File: src/rtl/fmd_pkg.sv
// ----------------------------------------------------------------------------
// fmd_pkg: shared types and constants of the framed message deframer
//
// Holds the decoder phase encoding, the result kinds, the register indexes,
// the configuration bundle and the result bundle used between modules.
// ----------------------------------------------------------------------------
package fmd_pkg;

	// Register indexes on the configuration port
	localparam int unsigned CFG_IDX_W = 2;
	typedef enum logic [CFG_IDX_W-1:0] {
		REG_FIRST_SYNC  = 2'd0,
		REG_SECOND_SYNC = 2'd1,
		REG_GAP_TIMEOUT = 2'd2,
		REG_MAX_LEN     = 2'd3
	} cfg_reg_t;

	// Register reset values
	localparam logic [7:0] FIRST_SYNC_RST  = 8'd52;
	localparam logic [7:0] SECOND_SYNC_RST = 8'd68;
	localparam logic [7:0] GAP_TIMEOUT_RST = 8'd100;
	localparam logic [7:0] MAX_LEN_RST     = 8'd255;

	// Number of header bytes: length, id, version
	localparam logic [7:0] HEADER_BYTES = 8'd3;

	// Idle counter saturation value
	localparam logic [7:0] IDLE_MAX = 8'd255;

	// Input flag values
	localparam logic ACT_BYTE = 1'b0;
	localparam logic ACT_TICK = 1'b1;

	// Decoder phase; unused codes behave as the first preamble hunt
	typedef enum logic [2:0] {
		PH_SYNC1   = 3'd0,
		PH_SYNC2   = 3'd1,
		PH_HEADER  = 3'd2,
		PH_PAYLOAD = 3'd3,
		PH_CHK_LO  = 3'd4,
		PH_CHK_HI  = 3'd5
	} phase_t;

	// Result kinds
	typedef enum logic [1:0] {
		KIND_PAYLOAD  = 2'd0,
		KIND_GOOD     = 2'd1,
		KIND_BAD      = 2'd2,
		KIND_OVERSIZE = 2'd3
	} kind_t;

	// Configuration bundle
	typedef struct packed {
		logic [7:0] first_sync;
		logic [7:0] second_sync;
		logic [7:0] gap_timeout;
		logic [7:0] max_len;
	} cfg_t;

	// Result payload, packed with the last field in the lowest bits
	typedef struct packed {
		logic [15:0] bad_total;
		logic [15:0] good_total;
		logic [7:0]  msg_length;
		logic [7:0]  msg_version;
		logic [7:0]  msg_id;
		logic [7:0]  byte_index;
		logic [7:0]  payload_byte;
	} res_data_t;

	localparam int unsigned RES_DATA_W = $bits(res_data_t);

endpackage

File: src/rtl/fmd_cfg.sv
// ----------------------------------------------------------------------------
// fmd_cfg: configuration registers
//
// Four 8-bit registers written through a plain write port, no read-back.
// ----------------------------------------------------------------------------
module fmd_cfg (
	input  logic                           clk,
	input  logic                           arst_n,
	input  logic                           cfg_we,
	input  logic [fmd_pkg::CFG_IDX_W-1:0]  cfg_index,
	input  logic [7:0]                     cfg_data,
	output fmd_pkg::cfg_t                  cfg
);

	fmd_pkg::cfg_t cfg_q;

	// Register write decode
	always_ff @(posedge clk or negedge arst_n) begin
		if (!arst_n) begin
			cfg_q.first_sync  <= fmd_pkg::FIRST_SYNC_RST;
			cfg_q.second_sync <= fmd_pkg::SECOND_SYNC_RST;
			cfg_q.gap_timeout <= fmd_pkg::GAP_TIMEOUT_RST;
			cfg_q.max_len     <= fmd_pkg::MAX_LEN_RST;
		end else if (cfg_we) begin
			case (fmd_pkg::cfg_reg_t'(cfg_index))
				fmd_pkg::REG_FIRST_SYNC:  cfg_q.first_sync  <= cfg_data;
				fmd_pkg::REG_SECOND_SYNC: cfg_q.second_sync <= cfg_data;
				fmd_pkg::REG_GAP_TIMEOUT: cfg_q.gap_timeout <= cfg_data;
				fmd_pkg::REG_MAX_LEN:     cfg_q.max_len     <= cfg_data;
				default: ;
			endcase
		end
	end

	assign cfg = cfg_q;

endmodule

File: src/rtl/fmd_core.sv
// ----------------------------------------------------------------------------
// fmd_core: frame decoder state and per-beat update
//
// Holds the phase, header fields, modulo-256 Fletcher-style sums, idle timer and frame
// counters. The state registers take one beat's update whenever en is high; the
// result is presented combinationally for the output register.
// ----------------------------------------------------------------------------
module fmd_core (
	input  logic                 clk,
	input  logic                 arst_n,
	input  logic                 en,
	input  logic                 action,
	input  logic [7:0]           rx_byte,
	input  fmd_pkg::cfg_t        cfg,
	output logic                 res_valid,
	output fmd_pkg::kind_t       res_kind,
	output fmd_pkg::res_data_t   res_data
);

	fmd_pkg::phase_t phase_q, phase_d, phase_eff;
	logic [7:0]  bytes_q, bytes_d, bytes_inc;
	logic [7:0]  hdr_id_q, hdr_id_d;
	logic [7:0]  hdr_ver_q, hdr_ver_d;
	logic [7:0]  hdr_len_q, hdr_len_d;
	logic [7:0]  sum_lo_q, sum_lo_d, sum_lo_acc;
	logic [7:0]  sum_hi_q, sum_hi_d, sum_hi_acc;
	logic [7:0]  idle_q, idle_d;
	logic [15:0] good_q, good_d;
	logic [15:0] bad_q, bad_d;

	// Running sums with this byte folded in
	assign sum_lo_acc = sum_lo_q + rx_byte;
	assign sum_hi_acc = sum_hi_q + sum_lo_acc;
	assign bytes_inc  = bytes_q + 8'd1;

	// Gap timeout forces the preamble hunt before the byte is decoded
	assign phase_eff = (idle_q > cfg.gap_timeout) ? fmd_pkg::PH_SYNC1 : phase_q;

	// Next state
	always_comb begin
		phase_d   = phase_q;
		bytes_d   = bytes_q;
		hdr_id_d  = hdr_id_q;
		hdr_ver_d = hdr_ver_q;
		hdr_len_d = hdr_len_q;
		sum_lo_d  = sum_lo_q;
		sum_hi_d  = sum_hi_q;
		idle_d    = idle_q;
		good_d    = good_q;
		bad_d     = bad_q;
		if (action == fmd_pkg::ACT_TICK) begin
			if (idle_q != fmd_pkg::IDLE_MAX) begin
				idle_d = idle_q + 8'd1;
			end
		end else begin
			idle_d  = '0;
			phase_d = phase_eff;
			case (phase_eff)
				fmd_pkg::PH_SYNC2: begin
					if (rx_byte == cfg.second_sync) begin
						phase_d  = fmd_pkg::PH_HEADER;
						bytes_d  = '0;
						sum_lo_d = '0;
						sum_hi_d = '0;
					end else if (rx_byte == cfg.first_sync) begin
						phase_d = fmd_pkg::PH_SYNC2;
					end else begin
						phase_d = fmd_pkg::PH_SYNC1;
					end
				end
				fmd_pkg::PH_HEADER: begin
					sum_lo_d = sum_lo_acc;
					sum_hi_d = sum_hi_acc;
					if (bytes_q == 8'd0) begin
						hdr_len_d = rx_byte;
					end else if (bytes_q == 8'd1) begin
						hdr_id_d = rx_byte;
					end else begin
						hdr_ver_d = rx_byte;
					end
					bytes_d = bytes_inc;
					if (bytes_inc >= fmd_pkg::HEADER_BYTES) begin
						bytes_d = '0;
						if (hdr_len_d > cfg.max_len) begin
							phase_d = fmd_pkg::PH_SYNC1;
						end else if (hdr_len_d == 8'd0) begin
							phase_d = fmd_pkg::PH_CHK_LO;
						end else begin
							phase_d = fmd_pkg::PH_PAYLOAD;
						end
					end
				end
				fmd_pkg::PH_PAYLOAD: begin
					sum_lo_d = sum_lo_acc;
					sum_hi_d = sum_hi_acc;
					bytes_d  = bytes_inc;
					if (bytes_inc == hdr_len_q) begin
						phase_d = fmd_pkg::PH_CHK_LO;
					end
				end
				fmd_pkg::PH_CHK_LO: begin
					if (rx_byte != sum_lo_q) begin
						bad_d   = bad_q + 16'd1;
						phase_d = fmd_pkg::PH_SYNC1;
					end else begin
						phase_d = fmd_pkg::PH_CHK_HI;
					end
				end
				fmd_pkg::PH_CHK_HI: begin
					phase_d = fmd_pkg::PH_SYNC1;
					if (rx_byte == sum_hi_q) begin
						good_d = good_q + 16'd1;
					end else begin
						bad_d = bad_q + 16'd1;
					end
				end
				default: begin
					phase_d = (rx_byte == cfg.first_sync) ? fmd_pkg::PH_SYNC2
						: fmd_pkg::PH_SYNC1;
				end
			endcase
		end
	end

	// Result decode
	always_comb begin
		res_valid              = 1'b0;
		res_kind               = fmd_pkg::KIND_PAYLOAD;
		res_data.payload_byte  = '0;
		res_data.byte_index    = '0;
		res_data.msg_id        = hdr_id_d;
		res_data.msg_version   = hdr_ver_d;
		res_data.msg_length    = hdr_len_d;
		res_data.good_total    = good_d;
		res_data.bad_total     = bad_d;
		if (action == fmd_pkg::ACT_BYTE) begin
			case (phase_eff)
				fmd_pkg::PH_HEADER: begin
					if (bytes_inc >= fmd_pkg::HEADER_BYTES && hdr_len_d > cfg.max_len) begin
						res_valid = 1'b1;
						res_kind  = fmd_pkg::KIND_OVERSIZE;
					end
				end
				fmd_pkg::PH_PAYLOAD: begin
					res_valid             = 1'b1;
					res_kind              = fmd_pkg::KIND_PAYLOAD;
					res_data.payload_byte = rx_byte;
					res_data.byte_index   = bytes_q;
				end
				fmd_pkg::PH_CHK_LO: begin
					if (rx_byte != sum_lo_q) begin
						res_valid = 1'b1;
						res_kind  = fmd_pkg::KIND_BAD;
					end
				end
				fmd_pkg::PH_CHK_HI: begin
					res_valid = 1'b1;
					res_kind  = (rx_byte == sum_hi_q) ? fmd_pkg::KIND_GOOD
						: fmd_pkg::KIND_BAD;
				end
				default: ;
			endcase
		end
	end

	// State registers
	always_ff @(posedge clk or negedge arst_n) begin
		if (!arst_n) begin
			phase_q   <= fmd_pkg::PH_SYNC1;
			bytes_q   <= '0;
			hdr_id_q  <= '0;
			hdr_ver_q <= '0;
			hdr_len_q <= '0;
			sum_lo_q  <= '0;
			sum_hi_q  <= '0;
			idle_q    <= '0;
			good_q    <= '0;
			bad_q     <= '0;
		end else if (en) begin
			phase_q   <= phase_d;
			bytes_q   <= bytes_d;
			hdr_id_q  <= hdr_id_d;
			hdr_ver_q <= hdr_ver_d;
			hdr_len_q <= hdr_len_d;
			sum_lo_q  <= sum_lo_d;
			sum_hi_q  <= sum_hi_d;
			idle_q    <= idle_d;
			good_q    <= good_d;
			bad_q     <= bad_d;
		end
	end

endmodule

File: src/rtl/framed_message_deframer.sv
// ----------------------------------------------------------------------------
// framed_message_deframer: preamble-framed message decoder, modulo-256 Fletcher-style check
//
// channel | dir | handshake          | payload
// s_      | in  | s_tvalid/s_tready  | tdata: rx_byte; tuser: action
// m_      | out | m_tvalid/m_tready  | tdata: result fields; tuser: kind
// cfg_    | in  | cfg_we             | cfg_index, cfg_data
//
// One beat per cycle sustained while no result waits on m_tready. A beat is
// taken into the input register and decoded into the output register when the
// decode stage advances; a beat that yields a result then shows it on m_tvalid.
// While a result waits on m_tready the decode stage holds; the input register
// still takes one beat if it was empty, then s_tready drops until it drains.
// Reset clears the phase, counters, sums and configuration to defaults.
// ----------------------------------------------------------------------------
module framed_message_deframer (
	input  logic                                clk,
	input  logic                                arst_n,
	// input stream
	input  logic                                s_tvalid,
	output logic                                s_tready,
	input  logic [7:0]                          s_tdata,  // [7:0] rx_byte
	input  logic [0:0]                          s_tuser,  // [0] action
	// result stream
	output logic                                m_tvalid,
	input  logic                                m_tready,
	// [7:0] payload_byte, [15:8] byte_index, [23:16] msg_id,
	// [31:24] msg_version, [39:32] msg_length, [55:40] good_total,
	// [71:56] bad_total
	output logic [fmd_pkg::RES_DATA_W-1:0]      m_tdata,
	output logic [1:0]                          m_tuser,  // [1:0] kind
	// configuration
	input  logic                                cfg_we,
	input  logic [fmd_pkg::CFG_IDX_W-1:0]       cfg_index,
	input  logic [7:0]                          cfg_data
);

	fmd_pkg::cfg_t      cfg;
	fmd_pkg::kind_t     res_kind;
	fmd_pkg::res_data_t res_data;
	logic               res_valid;

	logic       vld_s1;
	logic       action_s1;
	logic [7:0] byte_s1;
	logic       in_beat;
	logic       adv;

	logic               m_vld_q;
	logic [1:0]         m_kind_q;
	fmd_pkg::res_data_t m_data_q;

	// Decode stage moves when the output register is free or draining
	assign adv      = vld_s1 && (!m_vld_q || m_tready);
	assign s_tready = !vld_s1 || adv;
	assign in_beat  = s_tvalid && s_tready;

	fmd_cfg u_cfg (
		.clk       (clk),
		.arst_n    (arst_n),
		.cfg_we    (cfg_we),
		.cfg_index (cfg_index),
		.cfg_data  (cfg_data),
		.cfg       (cfg)
	);

	fmd_core u_core (
		.clk       (clk),
		.arst_n    (arst_n),
		.en        (adv),
		.action    (action_s1),
		.rx_byte   (byte_s1),
		.cfg       (cfg),
		.res_valid (res_valid),
		.res_kind  (res_kind),
		.res_data  (res_data)
	);

	// Input register
	always_ff @(posedge clk or negedge arst_n) begin
		if (!arst_n) begin
			vld_s1 <= 1'b0;
		end else if (in_beat) begin
			vld_s1 <= 1'b1;
		end else if (adv) begin
			vld_s1 <= 1'b0;
		end
	end

	always_ff @(posedge clk) begin
		if (in_beat) begin
			action_s1 <= s_tuser[0];
			byte_s1   <= s_tdata;
		end
	end

	// Output register
	always_ff @(posedge clk or negedge arst_n) begin
		if (!arst_n) begin
			m_vld_q <= 1'b0;
		end else if (adv) begin
			m_vld_q <= res_valid;
		end else if (m_tready) begin
			m_vld_q <= 1'b0;
		end
	end

	always_ff @(posedge clk) begin
		if (adv && res_valid) begin
			m_kind_q <= res_kind;
			m_data_q <= res_data;
		end
	end

	assign m_tvalid = m_vld_q;
	assign m_tdata  = m_data_q;
	assign m_tuser  = m_kind_q;

endmodule

File: config.mk
export PLATFORM = sky130hd
export DESIGN_NAME = framed_message_deframer
export DESIGN_NICKNAME = d
export VERILOG_FILES = /design/src/rtl/fmd_pkg.sv /design/src/rtl/fmd_cfg.sv /design/src/rtl/fmd_core.sv /design/src/rtl/framed_message_deframer.sv
export SDC_FILE = /design/constraint.sdc
export NUM_CORES = 1
export LEC_CHECK = 0
export BUFFER_PORTS_ARGS = -buffer_cell sky130_fd_sc_hd__buf_2
export CORE_MARGIN = 5
export CORE_UTILIZATION = 60
export CTS_CLUSTER_DIAMETER = 60
export DETAILED_ROUTE_END_ITERATION = 8
export PLACE_DENSITY = 0.86
export SYNTH_ARGS = -nofsm -noshare
export SYNTH_HDL_FRONTEND = slang
export SYNTH_HIERARCHICAL = 1
export SYNTH_SLANG_ARGS = --single-unit
File: constraint.sdc
create_clock -name clk -period 11.1 [get_ports clk]
set_clock_uncertainty 0.05 [all_clocks]
set_input_delay 1.11 -clock clk [delete_from_list [all_inputs] [get_ports clk]]
set_output_delay 1.11 -clock clk [all_outputs]
set_load 0.02 [all_outputs]
==> flow_summary.yaml <==
grt:
  overflow: 0
  grt_pass1_vias: 7422
  grt_max_degree: 64
  grt_pass1_wl_um: 37650
  antenna_found_initial: 0
  track_usage_pct: 22.60
drt:
  initialDrtViolationCount: 560
  dr.pass1.iters: 6
  ant_nets: 0
  wl_per_cell_um: 18.38
  routed_via_density: 5.873
  routed_wl_um: 22810
  vias: 7289
  drc: 0
logic_synthesis:
  synth_common_cells: "dfrtp_1 (109), mux2_2 (91), edfxtp_1 (83)"
  synth_edf_count: 83
  dominantRegCellSynth: "dfrtp_1"
  synth_top_area_share_pct: 25.51
  synthTopCellsByArea: "dfrtp_1 (26%), edfxtp_1 (23%), mux2_2 (9.6%)"
  avgSynthCellArea_um2: 11.83
  synthArstFlopShare_pct: 60.10
  synth_largest_area_cell: "dfrtp_1"
  synth_nets: 975
  synth_cell_types: 61
  yosysWarningCount: 6
  post-synth-top-count-cell: "dfrtp_1"
  syn-instance-count: 904
  ys_ff_latch: 208
  yosysSeqAreaShare_pct: 52.75
  netlist_area_mm2: 0.01069
setup_path:
  cp.required_ps: 11170
  path_max_fanout: 60
  endpoint_kind: "flip-flop"
  arrival_ps: 5180
  start_kind: "flip-flop"
  path_class: "flip-flop to flip-flop"
worst_hold_path:
  hp-class: "flip-flop to flip-flop"
place:
  place.gp.congestion: 0.9556
  place_hpwl_um: 15850
  port_buffers: 99
floorplan:
  ioPinCount: 100
  start_util_pct: 61.39
  die_h_um: 143.5
  rows: 48
  die_w_um: 143.5
  coreArea_mm2: 0.01742
  die-area_mm2: 0.02059
clocking:
  post_cts_resized: 0
  clock_sinks: 208
  clk-insertion-delay-late_ps: 490
  cts_tree: "done"
  numCtsBuffers: 22
  postCtsSetupRepairBufs: 0
  clockBufferDepth: 3
  clk_pin_slew_worst_paths_ps: 60
  postCtsHoldBufs: 0
  htreeDepth: 1
  cts_root_buf: "clkbuf_16"
timing:
  fmax_ghz: 0.1956
  slew_viol_final: 0
  period_needed_ps: 5111
  rsz0062_at_grt: "false"
  tightest_slew_ps: 1048
  finalHoldViolCount: 0
  relSlewSlack_pct: 29.90
  setup-tns-final_ps: 0
  post-route-period-util_pct: 46.05
  finalSetupViolCount: 0
finish:
  fin_nets: 1071
  syn_to_final_growth_pct: 13.16
  fin_util_pct: 69.48
  layout-drive-gt1-share_pct: 26.08
  antennaDiodeCount: 0
power:
  total_power_mw: 2.657
  power_density_mw_per_mm2: 219.6
  vdd_ir_drop_max_uv: 139.6
  leakage_nw: 5.229
outcome:
  status: "finished clean"
run:
  drv_cap: 0
==> cell families (layout without fill, tap and decap cells) <==
kind of cell	count (synthesis)	after routing	share of synthesized area (%)
and+or+nand+nor	288	288	14.66
AOI/OAI and AO/OA	85	85	5.043
DFF	208	208	52.75
adders and majority gates	47	47	5.640
muxes	94	94	9.864
xor gates and xnor gates	116	116	9.502
buffers and inverters	66	178	2.539
==> stage by stage <==
step | instances | hold slack (ps) | worst slack (ps) | cell area (um2)
CTS | 1241 | 423.6 | 5967 | 12100
floorplan | 904 | 392.8 | 3757 | 10690
global route | 1241 | 443.8 | 5593 | 12100
finish | 1241 | 420.3 | 5989 | 12100
global placement | 1201 | 407.9 | 6137 | 11390
detailed placement | 1201 | 410.3 | 5954 | 11390
==> report_power, final <==
| group | switching (mW) | internal (mW) | total [mW] |
|---|---|---|---|
| clock network | 0.282 | 0.422 | 0.705 |
| logic | 0.484 | 0.365 | 0.849 |
| registers | 0.129 | 0.974 | 1.10 |
| total | 0.895 | 1.76 | 2.66 |
==> worst max-delay path, stage by stage (launching register included) <==
cell	delay (ps)
dfstp_2	530
inv_1	40
ha_1	290
nand4_1	180
a211oi_1	650
nor4b_2	120
buf_4	220
mux2_2	310
ha_1	300
nor2b_1	130
o21a_1	120
o21a_1	100
o21ai_0	60
nand3b_1	100
nand3_1	130
a21oi_1	170
nand2_1	110
nor2b_4	410
buf_4	700
==> layer usage <==
metal | part of all wire (%) | track usage, %
met1 | 42 | 30.04
met4 | 2.7 | 5.798
met3 | 5.7 | 3.428
met5 | 0 | 0
met2 | 49 | 39.18
==> area by class of cell <==
type / count / area (um2)
multi-input cells: 630 / 4803
clock buffers: 37 / 689.4
repair buffers: 105 / 543.0
clock inverters: 3 / 18.77
fillers: 1283 / 5316
well taps: 225 / 281.5
flip-flops and latches: 208 / 5640
inverters: 33 / 123.9
==> worst paths after layout <==
path / from / to / slack, ps / depth (start not counted)
max: u_cfg/cfg[14]$_DFFE_PN1P_ / m_tdata[45]$_DFFE_PP_ / 5990 / 18
min: u_core/sum_lo_q[5]$_DFFE_PN0P_ / u_core/sum_lo_q[5]$_DFFE_PN0P_ / 420 / 2
max reg2reg: u_cfg/cfg[14]$_DFFE_PN1P_ / m_tdata[45]$_DFFE_PP_ / 5990 / 18
min reg2reg: u_core/sum_lo_q[5]$_DFFE_PN0P_ / u_core/sum_lo_q[5]$_DFFE_PN0P_ / 420 / 2
max in group asynchronous: arst_n / u_core/hdr_id_q[2]$_DFFE_PN0P_ / 9020 / 2
min in group asynchronous: arst_n / u_core/good_q[0]$_DFFE_PN0P_ / 650 / 1
==> cells in the final DEF (no fill, tap or decap), drive strengths merged, types with 4 or more instances in the layout <==
master	instances
a22o	4
o21ai	21
and4	4
o211ai	4
nand3b	7
a31oi	4
xnor2	77
buf	105
nand2b	5
nand2	82
nand4	18
clkbuf	37
and3	15
o31ai	5
nor2	30
nor3	20
o21a	4
edfxtp	83
nand3	47
nor4	17
a21oi	24
or2	5
and2	21
dfstp	16
ha	45
xor2	39
inv	34
dfrtp	109
mux2	91
nor2b	8
==> state kept, by name, summed over array words and instances (netlist names), 2 cells and up <==
register / count
u_core/hdr_id_q: 8
u_core/bad_q: 16
u_core/hdr_ver_q: 8
byte_s1: 8
u_core/sum_lo_q: 8
u_core/hdr_len_q: 8
u_cfg/cfg: 32
u_core/bytes_q: 8
u_core/good_q: 16
u_core/sum_hi_q: 8
m_tuser: 2
m_tdata: 72
u_core/idle_q: 8
u_core/phase_q: 3
Power figures use the tool's default switching activity.
